File: config.mk
export PLATFORM = sky130hd
export DESIGN_NAME = shp_cell
export DESIGN_NICKNAME = d
export VERILOG_FILES = /design/src/rtl/shp_pkg.sv /design/src/rtl/shp_cell.sv
export SDC_FILE = /design/constraint.sdc
export NUM_CORES = 1
export LEC_CHECK = 0
export ABC_AREA = 1
export BUFFER_PORTS_ARGS = -buffer_cell sky130_fd_sc_hd__clkbuf_2
export CAP_MARGIN = 10
export CORE_MARGIN = 2
export CORE_UTILIZATION = 25
export CTS_BUF_LIST = sky130_fd_sc_hd__clkbuf_16
export CTS_CLUSTER_DIAMETER = 80
export DETAILED_ROUTE_END_ITERATION = 12
export GPL_TIMING_DRIVEN = 0
export MAX_ROUTING_LAYER = met4
export PLACE_DENSITY_LB_ADDON = 0.1
export SLEW_MARGIN = 20
export SYNTH_ARGS = -nofsm -noshare
export SYNTH_HDL_FRONTEND = slang
export SYNTH_SLANG_ARGS = --single-unit
File: constraint.sdc
create_clock -name clk -period 0.8 [get_ports clk]
set_input_delay 0.08 -clock clk [delete_from_list [all_inputs] [get_ports clk]]
set_output_delay 0.08 -clock clk [all_outputs]
set_load 0.01 [all_outputs]
File: src/rtl/shp_pkg.sv
`timescale 1ns / 1ps

package shp_pkg;

	localparam int MAX_WIDTH   = 1024;
	localparam int PIX_W       = 16;
	localparam int COL_W       = $clog2(MAX_WIDTH);
	localparam int WCFG_W      = 11;
	localparam int HGT_W       = 16;
	localparam int CFG_DATA_W  = 16;
	localparam int CFG_IDX_W   = 1;
	localparam int OUT_W       = 20;
	localparam int IN_TDATA_W  = ((PIX_W + 7) / 8) * 8;
	localparam int OUT_TDATA_W = ((OUT_W + 7) / 8) * 8;

	localparam int WIDTH_RESET  = 512;
	localparam int HEIGHT_RESET = 512;
	localparam int MIN_SIZE     = 3;

	localparam logic [CFG_IDX_W-1:0] CFG_WIDTH  = 1'd0;
	localparam logic [CFG_IDX_W-1:0] CFG_HEIGHT = 1'd1;

	localparam logic CMD_PIXEL = 1'b0;
	localparam logic CMD_FLUSH = 1'b1;

	typedef struct packed {
		logic [OUT_W-1:0] value;
		logic             last;
	} out_item_t;

endpackage

File: src/rtl/shp_cell.sv
`timescale 1ns / 1ps

module shp_cell (
	input  logic                      clk,
	input  logic                      shift,
	input  logic [shp_pkg::PIX_W-1:0] din,
	output logic [shp_pkg::PIX_W-1:0] dout
);
	import shp_pkg::*;

	logic [PIX_W-1:0] pix_q;

	always_ff @(posedge clk) begin
		if (shift) begin
			pix_q <= din;
		end
	end

	assign dout = pix_q;

endmodule

==> results.toml <==
[outcome]
status = "finished with violations"
violations = "negative setup slack"

[place]
gp_congestion = 0.581
place_ws_ns = 0.00257
io_buffers = 33
dpl_cell_area_sq_um = 677

[timing]
timing.hold.ws_ns = 0.0139
rsz0062_at_grt = "yes"
final-setup-viol-count = 11
relSlewSlack_pct = 74.7
clock.fmax_mhz = 1220
min_period_over_period_pct = 102
fin_tns_setup_ns = -0.0707
setup_ws_ns = -0.0179
slew_viol_final = 0
tightest_slew_ns = 0.379
fin_crit_ns = 0.818
hold_viol = 0

[pwr]
swShare_pct = 17.6
irDropWorstVdd_uv = 1900
combPwrFrac_pct = 7.0
p_seq_share_pct = 48.3
p_leak_nw = 0.332
clock_power_share_pct = 44.7
p_switching_uw = 368
power.internal_mw = 1.73
power_density_nw_per_um2 = 2770

[synth]
syn_area_per_cell_sq_um = 30.0
syn_nets = 34
synth_area_sq_um = 480
synth_seq_cells = 16
synth_top_cell_area_share_pct = 100
syn_inst = 16
synth_cell_type_count = 1
synth_warnings = 0
yosysTopAreaCell = "edfxtp_1"
synth_area_leaders = "edfxtp_1"
yosysSeqAreaShare_pct = 100

[die]
die_h_microns = 47.8
dieWidth_microns = 47.8
ios = 34
fp.coreArea_sq_um = 1760
start_util_pct = 27.2
dieArea_sq_um = 2290
rows = 15

[critical_path]
crit_chain = "clkbuf_2"
critPathSlowestCell = "edfxtp_1"
cp.arrival_ns = 0.74
critical_path.top_delay_family = "flip-flops"
max_stage_delay_ns = 0.36
worst-path-buf-inv = 1
crit_fanout = 1
start_kind = "register"
critPathLaunch = "dout[2]"
critPathKind = "register to primary output"
cp-end-kind = "primary output"
crit_required_ns = 0.72

[route]
drtIter0Drc = 7
via_per_inst = 3.53
routed_wl_microns = 772
via_count = 275
ant_nets = 0
drc_errors = 0
wl_per_cell_microns = 9.90
routed.top_layer = "met3"
firstDrtPassIters = 2
wl_met3_microns = 82
wl_met1_microns = 291
wl_met2_microns = 398

[finish]
multi_input_area_sq_um = 0
fillers = 172
num-nets-final = 72
ff_latch_area_sq_um = 480
drive_above_1_share_pct = 67.9
finalCoreUtilization_pct = 42.8
final_cell_mix = "clkbuf_2, edfxtp_1, clkbuf_16"
areaGrowthSynthToFinish_pct = 57.3
diodes = 0
num-multi-input-gates = 0
largest_reg_flops = 16
mostFrequentLayoutCell = "clkbuf_2"
fin_area_sq_um = 756

[min_path]
worstHoldStart = "din[2]"
hold_class = "primary input to register"

[clock_network]
ctsHoldBuffers = 0
path_clk_slew_ns = 0.05
clkSinkCount = 16
cts_buffers = 3
clock_path_buffers = 2
htree_levels = 1
cts_root_buffer = "clkbuf_16"
cts_tree = "done"

[global_route]
grt_max_degree = 17
track_usage_pct = 7.14
grt_pass1_wl_microns = 1050
gr-total-overflow = 0
antenna_found_initial = 0
first_global_vias = 248

[run]
maxCapViolations = 0
==> worst paths after layout <==
check | to | cells after the start
hold / removal | dout[2] | 1
setup / recovery | dout[2] | 1
==> layout make-up <==
type | instances | area share, %
flip-flops and latches | 16 | 63.6
repair buffers | 33 | 21.9
well taps | 25 | 4.14
clock inverters | 1 | 0.497
clock buffers | 3 | 9.93
==> metrics by stage <==
step	total power, mW	std cells
6_report	2.10	78
5_1_grt	2.19	78
4_1_cts	2.13	78
3_5_place_dp	1.18	74
3_3_place_gp	1.18	74
2_1_floorplan	1.07	16
==> power groups by stage <==
stage / clock network [mW] / logic (mW) / registers (mW)
CTS: 0.967 / 0.151 / 1.01
global placement: 0 / 0.149 / 1.03
floorplan: 0 / 0 / 1.07
finish: 0.937 / 0.146 / 1.01
global route: 1.01 / 0.161 / 1.02
detailed placement: 0 / 0.151 / 1.03
==> routing by layer <==
metal	vias to the layer above	GRT usage [%]
met1	119	7.36
met4	0	1.62
met2	18	11.5
met5	-	-
met3	0	4.53
li1	138	-
==> logic make-up after synthesis <==
logic type  Yosys count  synth area share [%]
flops                16                   100
==> Yosys cell counts <==
cell type,instances
edfxtp_1,16
==> repair_timing <==
item,in CTS,in global routing
cloned,0,0
buffers inserted,0,0
setup endpoints to repair,16,16
pin swaps,0,0
resized for setup,0,1
Note: power is estimated with default switching activity, not from simulation.
