<file path="src/rtl/shp_pkg.sv">
`timescale 1ns / 1ps

package shp_pkg;

	localparam int MAX_WIDTH   = 1024;
	localparam int PIX_W       = 16;
	localparam int COL_W       = $clog2(MAX_WIDTH);
	localparam int WCFG_W      = 11;
	localparam int HGT_W       = 16;
	localparam int CFG_DATA_W  = 16;
	localparam int CFG_IDX_W   = 1;
	localparam int OUT_W       = 20;
	localparam int IN_TDATA_W  = ((PIX_W + 7) / 8) * 8;
	localparam int OUT_TDATA_W = ((OUT_W + 7) / 8) * 8;

	localparam int WIDTH_RESET  = 512;
	localparam int HEIGHT_RESET = 512;
	localparam int MIN_SIZE     = 3;

	localparam logic [CFG_IDX_W-1:0] CFG_WIDTH  = 1'd0;
	localparam logic [CFG_IDX_W-1:0] CFG_HEIGHT = 1'd1;

	localparam logic CMD_PIXEL = 1'b0;
	localparam logic CMD_FLUSH = 1'b1;

	typedef struct packed {
		logic [OUT_W-1:0] value;
		logic             last;
	} out_item_t;

endpackage

</file>
<file path="src/rtl/shp_outbuf.sv">
`timescale 1ns / 1ps

module shp_outbuf (
	input  logic               clk,
	input  logic               arst_n,
	input  logic               push,
	input  shp_pkg::out_item_t push_item,
	input  logic               pop_ready,
	output logic               out_valid,
	output shp_pkg::out_item_t out_item,
	output logic               full
);
	import shp_pkg::*;

	logic      out_v_q;
	logic      skid_v_q;
	out_item_t out_q;
	out_item_t skid_q;
	logic      pop;

	assign pop = out_v_q && pop_ready;

	always_ff @(posedge clk or negedge arst_n) begin
		if (!arst_n) begin
			out_v_q  <= 1'b0;
			skid_v_q <= 1'b0;
		end else begin
			case ({push, pop})
				2'b10: begin
					if (!out_v_q) begin
						out_v_q <= 1'b1;
					end else begin
						skid_v_q <= 1'b1;
					end
				end
				2'b01: begin
					if (skid_v_q) begin
						skid_v_q <= 1'b0;
					end else begin
						out_v_q <= 1'b0;
					end
				end
				default: ;
			endcase
		end
	end

	always_ff @(posedge clk) begin
		case ({push, pop})
			2'b10: begin
				if (!out_v_q) begin
					out_q <= push_item;
				end else begin
					skid_q <= push_item;
				end
			end
			2'b01: begin
				if (skid_v_q) begin
					out_q <= skid_q;
				end
			end
			2'b11: begin
				if (skid_v_q) begin
					out_q  <= skid_q;
					skid_q <= push_item;
				end else begin
					out_q <= push_item;
				end
			end
			default: ;
		endcase
	end

	assign out_valid = out_v_q;
	assign out_item  = out_q;
	assign full      = out_v_q && skid_v_q;

endmodule

</file>
<file path="config.mk">
export PLATFORM = sky130hd
export DESIGN_NAME = shp_outbuf
export DESIGN_NICKNAME = d
export VERILOG_FILES = /design/src/rtl/shp_pkg.sv /design/src/rtl/shp_outbuf.sv
export SDC_FILE = /design/constraint.sdc
export NUM_CORES = 1
export LEC_CHECK = 0
export ABC_CLOCK_PERIOD_IN_PS = 1900
export BUFFER_PORTS_ARGS = -buffer_cell sky130_fd_sc_hd__buf_2
export CORE_MARGIN = 4
export CORE_UTILIZATION = 45
export DETAILED_ROUTE_END_ITERATION = 7
export PLACE_DENSITY = 0.83
export REMOVE_ABC_BUFFERS = 1
export SLEW_MARGIN = 15
export SYNTH_ARGS = -nofsm -noshare
export SYNTH_HDL_FRONTEND = slang
export SYNTH_SLANG_ARGS = --single-unit
export TNS_END_PERCENT = 20
</file>
<file path="constraint.sdc">
create_clock -name clk -period 1.9 [get_ports clk]
set_input_delay 0.19 -clock clk [delete_from_list [all_inputs] [get_ports clk]]
set_output_delay 0.19 -clock clk [all_outputs]
set_load 0.02 [all_outputs]
</file>
==> impl_metrics.tcl, run 1 <==
set metrics [dict create \
    ctsHoldBuffers 1 \
    wl_met3_um 210 \
    drv_cap 0 \
    hpwl_mm 2.00 \
    p_leak_uw 0.000771 \
    clk_latency_ns 0.33 \
    seq_area_frac_synth_pct 80.0 \
    insertedDiodeCount 0 \
    htreeDepth 2 \
    antenna_found_initial 0 \
    finClkSkew_ns 0.00315 \
    avgSynthCellArea_um2 20.0 \
    cts_setup_buffers 0 \
    grt_pass1_wl_mm 4.22 \
    syn2layout_area_growth_pct 21.8 \
    path_max_fanout 21 \
    cp_top_family "flip-flops" \
    clock.fmax_mhz 638 \
    drcViolationCount 0 \
    start_util_pct 48.0 \
    cts_tree "built" \
    synth_fa_ha_area_share_pct 0 \
    yosys.area.top_type_share_pct 76.9 \
    cp_slowest_cell "dfrtp_1" \
    synth_top_family_by_area "multiplexers" \
    maxSlewHeadroom_pct 81.1 \
    viasPerCell 4.76 \
    die-height_um 68.4 \
    setup-violations-final 0 \
    criticalPathCategory "reg -> reg" \
    synth_area_um2 1640 \
    synth_area_leaders "edfxtp_1 (77%), mux2_2 (14%), dfrtp_1 (3.1%)" \
    crit_path_end_kind "flip-flop" \
    overflow 0 \
    dieArea_um2 4670 \
    core_area_um2 3420 \
    reg2reg_slack_ns 0.33 \
    die-width_um 68.4 \
    power_density_nw_per_um2 956 \
    n_fill_cell 277 \
    vias 876 \
    routed-wl-met2_mm 1.40 \
    path_cells "nand2_1 -> a21oi_2 -> buf_4 -> mux2_2" \
    period_share_pct 82.5 \
    rsz0062_at_grt "no" \
    tns_ns 0 \
    hold_path_class "in -> reg" \
    synth_area_leader_cell "edfxtp_1" \
    gp_congestion 0.675 \
    critPathBufInv 1 \
    cts-buffers-inserted 5 \
    postCtsResizedCells 0 \
    track_usage_pct 13.0 \
    layout.cells.non_filler 184 \
    clkSinkCount 44 \
    synth_compound_area_share_pct 1.15 \
    drtIter0Drc 34 \
    max_stage_delay_ns 0.44 \
    netlist-cell-type-count 13 \
    yosys_warnings 0 \
    synth_xor_area_share_pct 0 \
    synth_seq_cells 44 \
    rows 21 \
    pin_count 48 \
    grt_pass1_vias 911 \
    crit_required_ns 2.00 \
    fin_util_pct 58.5 \
    fin_crit_ns 1.57 \
    worst_pin_slew_ns 0.280 \
    maxUsedRoutingLayer "met4" \
    vdd_drop_max_mv 0.612 \
    clkTransAtPathRegs_ns 0.11 \
    port_buffers 47 \
    drv_slew 0 \
    status "completed" \
    wl_met1_mm 1.07 \
    cts-root-buf "clkbuf_4" \
    nNetsFinal 163 \
    synth-simple-area-share_pct 2.37 \
    wl_per_cell_um 14.8 \
    hold_viol 0 \
    start_kind "flip-flop" \
    dp_slack_ns 0.370 \
    drive_above_1_share_pct 58.0 \
    dr.pass1.iters 4 \
    clk_path_buf_depth 2 \
    synthMuxAreaShare_pct 14.4 \
    grt_start_max_net_pins 22 \
    wl_mm 2.72 \
    ant_nets 0 \
    worst_slack_ns 0.333 \
    synth_cells 82 \
    cp.arrival_ns 1.66 \
    dp.cells 176 \
]
-- registers in the layout, summed over array words and instances (netlist names) --
register and count:
skid_q 21, out_valid 1, out_item 21, skid_v_q 1
-- metrics by stage --
step / total power, µW / hold WS [ns] / cell area (µm²)
after floorplan: 1410 / -0.106 / 1620
after global placement: 1520 / -0.0251 / 1940
after detailed placement: 1530 / -0.0231 / 1940
after CTS: 1940 / 0.0158 / 2000
after global routing: 2000 / 0.00492 / 2000
final: 1910 / 0.0343 / 2000
-- synth_stat cells (all sizes together) --
cell type	n
edfxtp	42
mux2	21
nor2	5
inv	3
a21oi	2
buf	2
dfrtp	2
nand2	2
and2	1
nor2b	1
o21ai	1
-- routing by layer --
metal  vias up  track usage [%]
met4         0             5.21
met5         -                0
met3         6             5.58
li1        426                -
met1       412             15.0
met2        32             21.2
-- report_power, final --
part / switching [µW] / internal, µW
sequential: 26.0 / 1180
clock: 270 / 135
combinational: 183 / 119
total: 479 / 1430
-- worst register-to-register path, cell delays in order (launching register included) --
cell and delay [ns]:
dfrtp_1 0.44, nand2_1 0.11, a21oi_2 0.11, buf_4 0.29, mux2_2 0.39
-- layout make-up --
class                           count  area [µm²]  area share, %
Clock buffer                        5        37.5           1.88
Clock inverter                      2        12.5          0.627
Multi-Input combinational cell     33         299           15.0
Timing Repair Buffer               51         268           13.4
Tap cell                           46        57.6           2.88
Inverter                            3        11.3          0.564
Sequential cell                    44        1310           65.7
-- cells by family (layout without fill, tap and decap cells) --
family | count (synthesis) | after routing
multiplexers | 21 | 21
AND/OR/NAND/NOR | 9 | 9
flip-flops | 44 | 44
buffers and inverters | 5 | 61
AO/OA/AOI/OAI | 3 | 3
-- worst paths after layout --
check	from	to	cells after the start
min in group asynchronous	arst_n	skid_v_q	2
min	push_item[6]	skid_q[6]	1
max	out_valid	out_item[15]	4
min reg2reg	skid_q[14]	out_item[14]	1
max in group asynchronous	arst_n	out_valid	2
max reg2reg	out_valid	out_item[15]	4
-- cell usage in the layout, fill, tap and decap left out, drive strengths merged --
cell,Yosys,final
a21oi,2,2
and2,1,1
buf,2,50
clkbuf,0,5
clkinv,0,1
clkinvlp,0,1
dfrtp,2,2
dlygate4sd3,0,1
edfxtp,42,42
inv,3,3
mux2,21,21
nand2,2,2
nor2,5,5
nor2b,1,1
o21ai,1,1
Note: power is estimated with default switching activity, not from simulation.
==> run 2, diff against run 1 <==
--- a/config.mk
+++ b/config.mk
@@ -5,10 +5,11 @@
 export SDC_FILE = /design/constraint.sdc
 export NUM_CORES = 1
 export LEC_CHECK = 0
-export ABC_CLOCK_PERIOD_IN_PS = 1900
+export ABC_AREA = 1
+export ABC_CLOCK_PERIOD_IN_PS = 1350
 export BUFFER_PORTS_ARGS = -buffer_cell sky130_fd_sc_hd__buf_2
 export CORE_MARGIN = 4
-export CORE_UTILIZATION = 45
+export CORE_UTILIZATION = 46
 export DETAILED_ROUTE_END_ITERATION = 7
 export PLACE_DENSITY = 0.83
 export REMOVE_ABC_BUFFERS = 1
==> constraint.sdc (replaced) <==
create_clock -name clk -period 1.35 [get_ports clk]
set_input_delay 0.135 -clock clk [delete_from_list [all_inputs] [get_ports clk]]
set_output_delay 0.135 -clock clk [all_outputs]
set_load 0.02 [all_outputs]
==> impl_metrics.tcl, run 2 <==
set metrics [dict create \
    nNetsFinal 214 \
    rows 22 \
    start_util_pct 47.7 \
    synth_area_leaders "edfxtp_1 (72%), nand2_1 (10%), nand3_1 (6.3%)" \
    holdWs_ns 0.0342 \
    yosys_warnings 0 \
    pin_count 48 \
    core_area_um2 3660 \
    gp_congestion 0.722 \
    vdd_drop_max_mv 0.660 \
    fin_crit_ns 1.24 \
    clock.fmax_mhz 805 \
    hold_path_class "in -> reg" \
    path_cells "inv_2 -> nand2_2 -> nand2_4 -> nand2_1 -> nand2_1" \
    status "completed" \
    synth_edf_count 42 \
    grt_start_max_net_pins 21 \
    finClkSkew_ns 0.00646 \
    port_buffers 47 \
    worst_pin_slew_ns 0.228 \
    grt_pass1_vias 1061 \
    dpl_cell_area_um2 2050 \
    avgSynthCellArea_um2 13.0 \
    seq_area_frac_synth_pct 75.1 \
    mostFrequentLayoutCell "buf_2" \
    cts-buffers-inserted 5 \
    crit_required_ns 1.39 \
    worst_slack_ns 0.108 \
    synth_area_um2 1750 \
    clkSinkCount 44 \
    drtIter0Drc 110 \
    cp_top_family "simple AND/OR/NAND/NOR gates" \
    drcViolationCount 0 \
    die-width_um 69.6 \
    yosys.area.top_type_share_pct 72.2 \
    drive_above_1_share_pct 36.5 \
    power_density_nw_per_um2 1570 \
    start_kind "flip-flop" \
    cts-root-buf "clkbuf_8" \
    hpwl_mm 2.45 \
    grt_pass1_wl_mm 5.19 \
    synth_seq_cells 44 \
    drv_cap 0 \
    design_area_um2 2200 \
    clk_latency_ns 0.29 \
    clk_path_buf_depth 2 \
    wl_per_cell_um 13.6 \
    clkTransAtPathRegs_ns 0.08 \
    vias 1174 \
    syn2layout_area_growth_pct 25.9 \
    dr.pass1.iters 4 \
    cts_setup_buffers 0 \
    wl_mm 3.23 \
    track_usage_pct 13.7 \
    synth_area_leader_cell "edfxtp_1" \
    crit_path_frequent_cell "nand2_1" \
    synth_cells 134 \
    dieArea_um2 4850 \
    p_leak_uw 0.000970 \
    max_stage_delay_ns 0.41 \
    maxSlewHeadroom_pct 84.7 \
    path_max_fanout 20 \
    ant_nets 0 \
    netlist-cell-type-count 15 \
    die-height_um 69.6 \
    antenna_found_initial 0 \
    setup-violations-final 0 \
    insertedDiodeCount 0 \
    cp.arrival_ns 1.29 \
    yosys-top-cells-count "nand2_1 (47), edfxtp_1 (42), nand3_1 (22)" \
    drv_slew 0 \
    cp_slowest_cell "dfrtp_1" \
    fin_util_pct 60.0 \
    overflow 0 \
    final_cell_mix "buf_2 (47), nand2_1 (45), edfxtp_1 (42), nand3_1 (22), clkbuf_8 (5)" \
    cts_tree "built" \
    viasPerCell 4.95 \
    async_reset_ff_share_pct 4.55 \
    htreeDepth 2 \
    criticalPathCategory "reg -> reg" \
    dp_slack_ns 0.0812 \
    post-synth-top-count-cell "nand2_1" \
    power.total_uw 3450 \
    synth_ff_type "edfxtp_1" \
    period_share_pct 92.0 \
    critPathBufInv 1 \
    hold_viol 0 \
    crit_path_end_kind "flip-flop" \
    rsz0062_at_grt "no" \
]
## run 2: stage by stage
step,setup TNS (ns),cells
after floorplan,-23.44,128
after global placement,0,229
after detailed placement,0,229
after CTS,0,237
after global routing,0,237
final,0,237
## run 2: area by class of cell
| class | instances | area (µm²) |
|---|---|---|
| clock buffer | 5 | 68.8 |
| clock inverter | 2 | 60.1 |
| fill | 287 | 1460 |
| inverter | 6 | 25.0 |
| multi-input combinational | 78 | 349 |
| sequential | 44 | 1310 |
| tap | 48 | 60.1 |
| timing repair buffer | 54 | 323 |
## run 2: logic make-up after synthesis
group | share of synthesized area, %
AOI/OAI and AO/OA | 1.15
buffers and inverters | 5.44
DFF | 75.1
and+or+nand+nor | 18.3
## run 2: repair_timing
item | 4_1_cts | 5_1_grt
hold buffers | 1 | 0
endpoints found under the hold margin | 2 | 0
gates resized for setup | 0 | 5
setup endpoints to repair | 0 | 30
## run 2: worst paths after layout
kind	start	to	slack, ns	cells past startpoint
worst min register to register	skid_q[1]	out_item[1]	0.55	2
worst min-delay path	push_item[19]	skid_q[19]	0.03	1
min in group asynchronous	arst_n	out_valid	0.16	2
worst max register to register	skid_v_q	out_item[4]	0.11	5
worst max-delay path	skid_v_q	out_item[4]	0.11	5
max in group asynchronous	arst_n	out_valid	1.09	2
## run 2: where the power goes
| group | leakage [µW] | total, µW | switching, µW | internal (µW) |
|---|---|---|---|---|
| Combinational | 0.000480 | 572 | 375 | 197 |
| Sequential | 0.000426 | 1740 | 45.1 | 1690 |
| Clock | 0.0000642 | 1140 | 413 | 728 |
| Total | 0.000970 | 3450 | 833 | 2620 |
## run 2: routing by layer
layer	share of wire, %	track usage, %	vias up
met5	0	0	-
met4	0.43	3.19	0
met3	6.9	5.22	2
met2	50	22.7	46
met1	42	17.0	552
li1	-	-	574
==> run 3, diff against run 2 <==
--- a/config.mk
+++ b/config.mk
@@ -9,10 +9,12 @@
 export ABC_CLOCK_PERIOD_IN_PS = 1350
 export BUFFER_PORTS_ARGS = -buffer_cell sky130_fd_sc_hd__buf_2
 export CORE_MARGIN = 4
-export CORE_UTILIZATION = 46
+export CORE_UTILIZATION = 45
 export DETAILED_ROUTE_END_ITERATION = 7
-export PLACE_DENSITY = 0.83
+export HOLD_SLACK_MARGIN = 0.06
+export PLACE_DENSITY = 0.82
 export REMOVE_ABC_BUFFERS = 1
+export SKIP_LAST_GASP = 1
 export SLEW_MARGIN = 15
 export SYNTH_ARGS = -nofsm -noshare
 export SYNTH_HDL_FRONTEND = slang
==> impl_metrics.tcl, run 3 (synthesis results as in run 2) <==
set metrics [dict create \
    status "completed" \
    drive_above_1_share_pct 30.8 \
    design_area_um2 2340 \
    drtIter0Drc 101 \
    setup-violations-final 0 \
    power_density_nw_per_um2 1330 \
    period_share_pct 94.7 \
    holdWs_ns 0.152 \
    power.total_uw 3110 \
    track_usage_pct 14.7 \
    routed-wl-met2_mm 1.69 \
    drv_slew 0 \
    ff2ff_path_depth 5 \
    path_cells "nand2_1 -> inv_1 -> o21ai_0 -> inv_1 -> buf_12" \
    htreeDepth 2 \
    wl_met3_um 200 \
    criticalPathCategory "reg -> reg" \
    dieArea_um2 4940 \
    die-width_um 70.3 \
    cts_tree "built" \
    nNetsFinal 235 \
    drv_cap 0 \
    start_kind "flip-flop" \
    cp_top_family "flip-flops" \
    reg2reg_to "out_item[3]" \
    fin_crit_ns 1.28 \
    clk_path_buf_depth 2 \
    wl_mm 3.41 \
    grt_pass1_wl_mm 5.61 \
    worst_slack_ns 0.0710 \
    crit_required_ns 1.40 \
    dpl_cell_area_um2 2030 \
    worst_pin_slew_ns 0.225 \
    core_area_um2 3720 \
    crit_path_end_kind "flip-flop" \
    gp_congestion 0.777 \
    critPathBufInv 3 \
    p_leak_uw 0.00103 \
    cp.arrival_ns 1.33 \
    vdd_drop_max_mv 0.775 \
    vias 1255 \
    path_max_fanout 21 \
    reg2reg_slack_ns 0.07 \
    maxSlewHeadroom_pct 85.0 \
    pin_count 48 \
    clkSinkCount 44 \
    start_util_pct 47.0 \
    wl_met1_mm 1.46 \
    antenna_found_initial 0 \
    clkTransAtPathRegs_ns 0.08 \
    clock.fmax_mhz 782 \
    insertedDiodeCount 0 \
    cts-root-buf "clkbuf_8" \
    rr_startpoint "out_valid" \
    hpwl_mm 2.31 \
    wl_per_cell_um 13.2 \
    finClkSkew_ns 0.00363 \
    hold_path_class "in -> async" \
    dr.pass1.iters 5 \
    port_buffers 47 \
    fin_util_pct 62.9 \
    drcViolationCount 0 \
    rows 22 \
    final_cell_mix "nand2_1 (47), buf_2 (47), edfxtp_1 (42), nand3_1 (22), dlygate4sd3_1 (22)" \
    maxUsedRoutingLayer "met4" \
    cts-buffers-inserted 5 \
    clk_latency_ns 0.28 \
    ant_nets 0 \
    die-height_um 70.3 \
    rsz0062_at_grt "yes" \
    dp_slack_ns 0.0869 \
    grt_start_max_net_pins 22 \
    crit_path_frequent_cell "inv_1" \
    grt_pass1_vias 1221 \
    cts_setup_buffers 0 \
    syn2layout_area_growth_pct 33.8 \
    cp_slowest_cell "dfrtp_1" \
    viasPerCell 4.85 \
    max_stage_delay_ns 0.42 \
    hold_viol 0 \
    overflow 0 \
]
==> run 3: final cells by class <==
| cell class | count | area (µm²) |
|---|---|---|
| fillers | 291 | 1380 |
| repair buffers | 75 | 513 |
| clock inverters | 2 | 11.3 |
| clock buffers | 6 | 72.6 |
| well taps | 48 | 60.1 |
| inverters | 6 | 25.0 |
| flip-flops and latches | 44 | 1310 |
| multi-input cells | 78 | 344 |
==> run 3: worst max-delay path by stage <==
stage / from / cells past startpoint / slack (ns) / endpoint
finish: out_valid / 5 / 0.07 / out_item[3]
global route: out_valid / 5 / -0.0005 / out_item[6]
CTS: out_valid / 5 / 0.07 / out_item[18]
detailed placement: out_valid / 5 / 0.09 / out_item[0]
global placement: out_valid / 5 / 0.13 / out_item[15]
floorplan: out_valid / 2 / -0.78 / skid_q[0]
==> run 3: layer usage <==
layer	up-vias	GRT usage, %
met5	-	0
met4	0	5.74
met3	5	4.03
met2	52	25.1
met1	582	17.5
li1	616	-
==> run 3: where the power goes <==
group          switching [µW]  leakage, µW  internal, µW
logic                     388     0.000560           224
registers                42.1     0.000426          1690
clock network             402    0.0000388           358
total                     832      0.00103          2270
==> run 3: through the flow <==
stage               std cells  setup TNS (ns)
detailed placement        229               0
global placement          229               0
global route              259        -0.00117
floorplan                 128          -23.44
CTS                       259               0
finish                    259               0
==> run 3: timing repair <==
| action | CTS | global route |
|---|---|---|
| endpoints found under the hold margin | 23 | 0 |
| hold buffers | 22 | 0 |
| gates resized for setup | 0 | 0 |
| endpoints found under the setup margin | 0 | 4 |
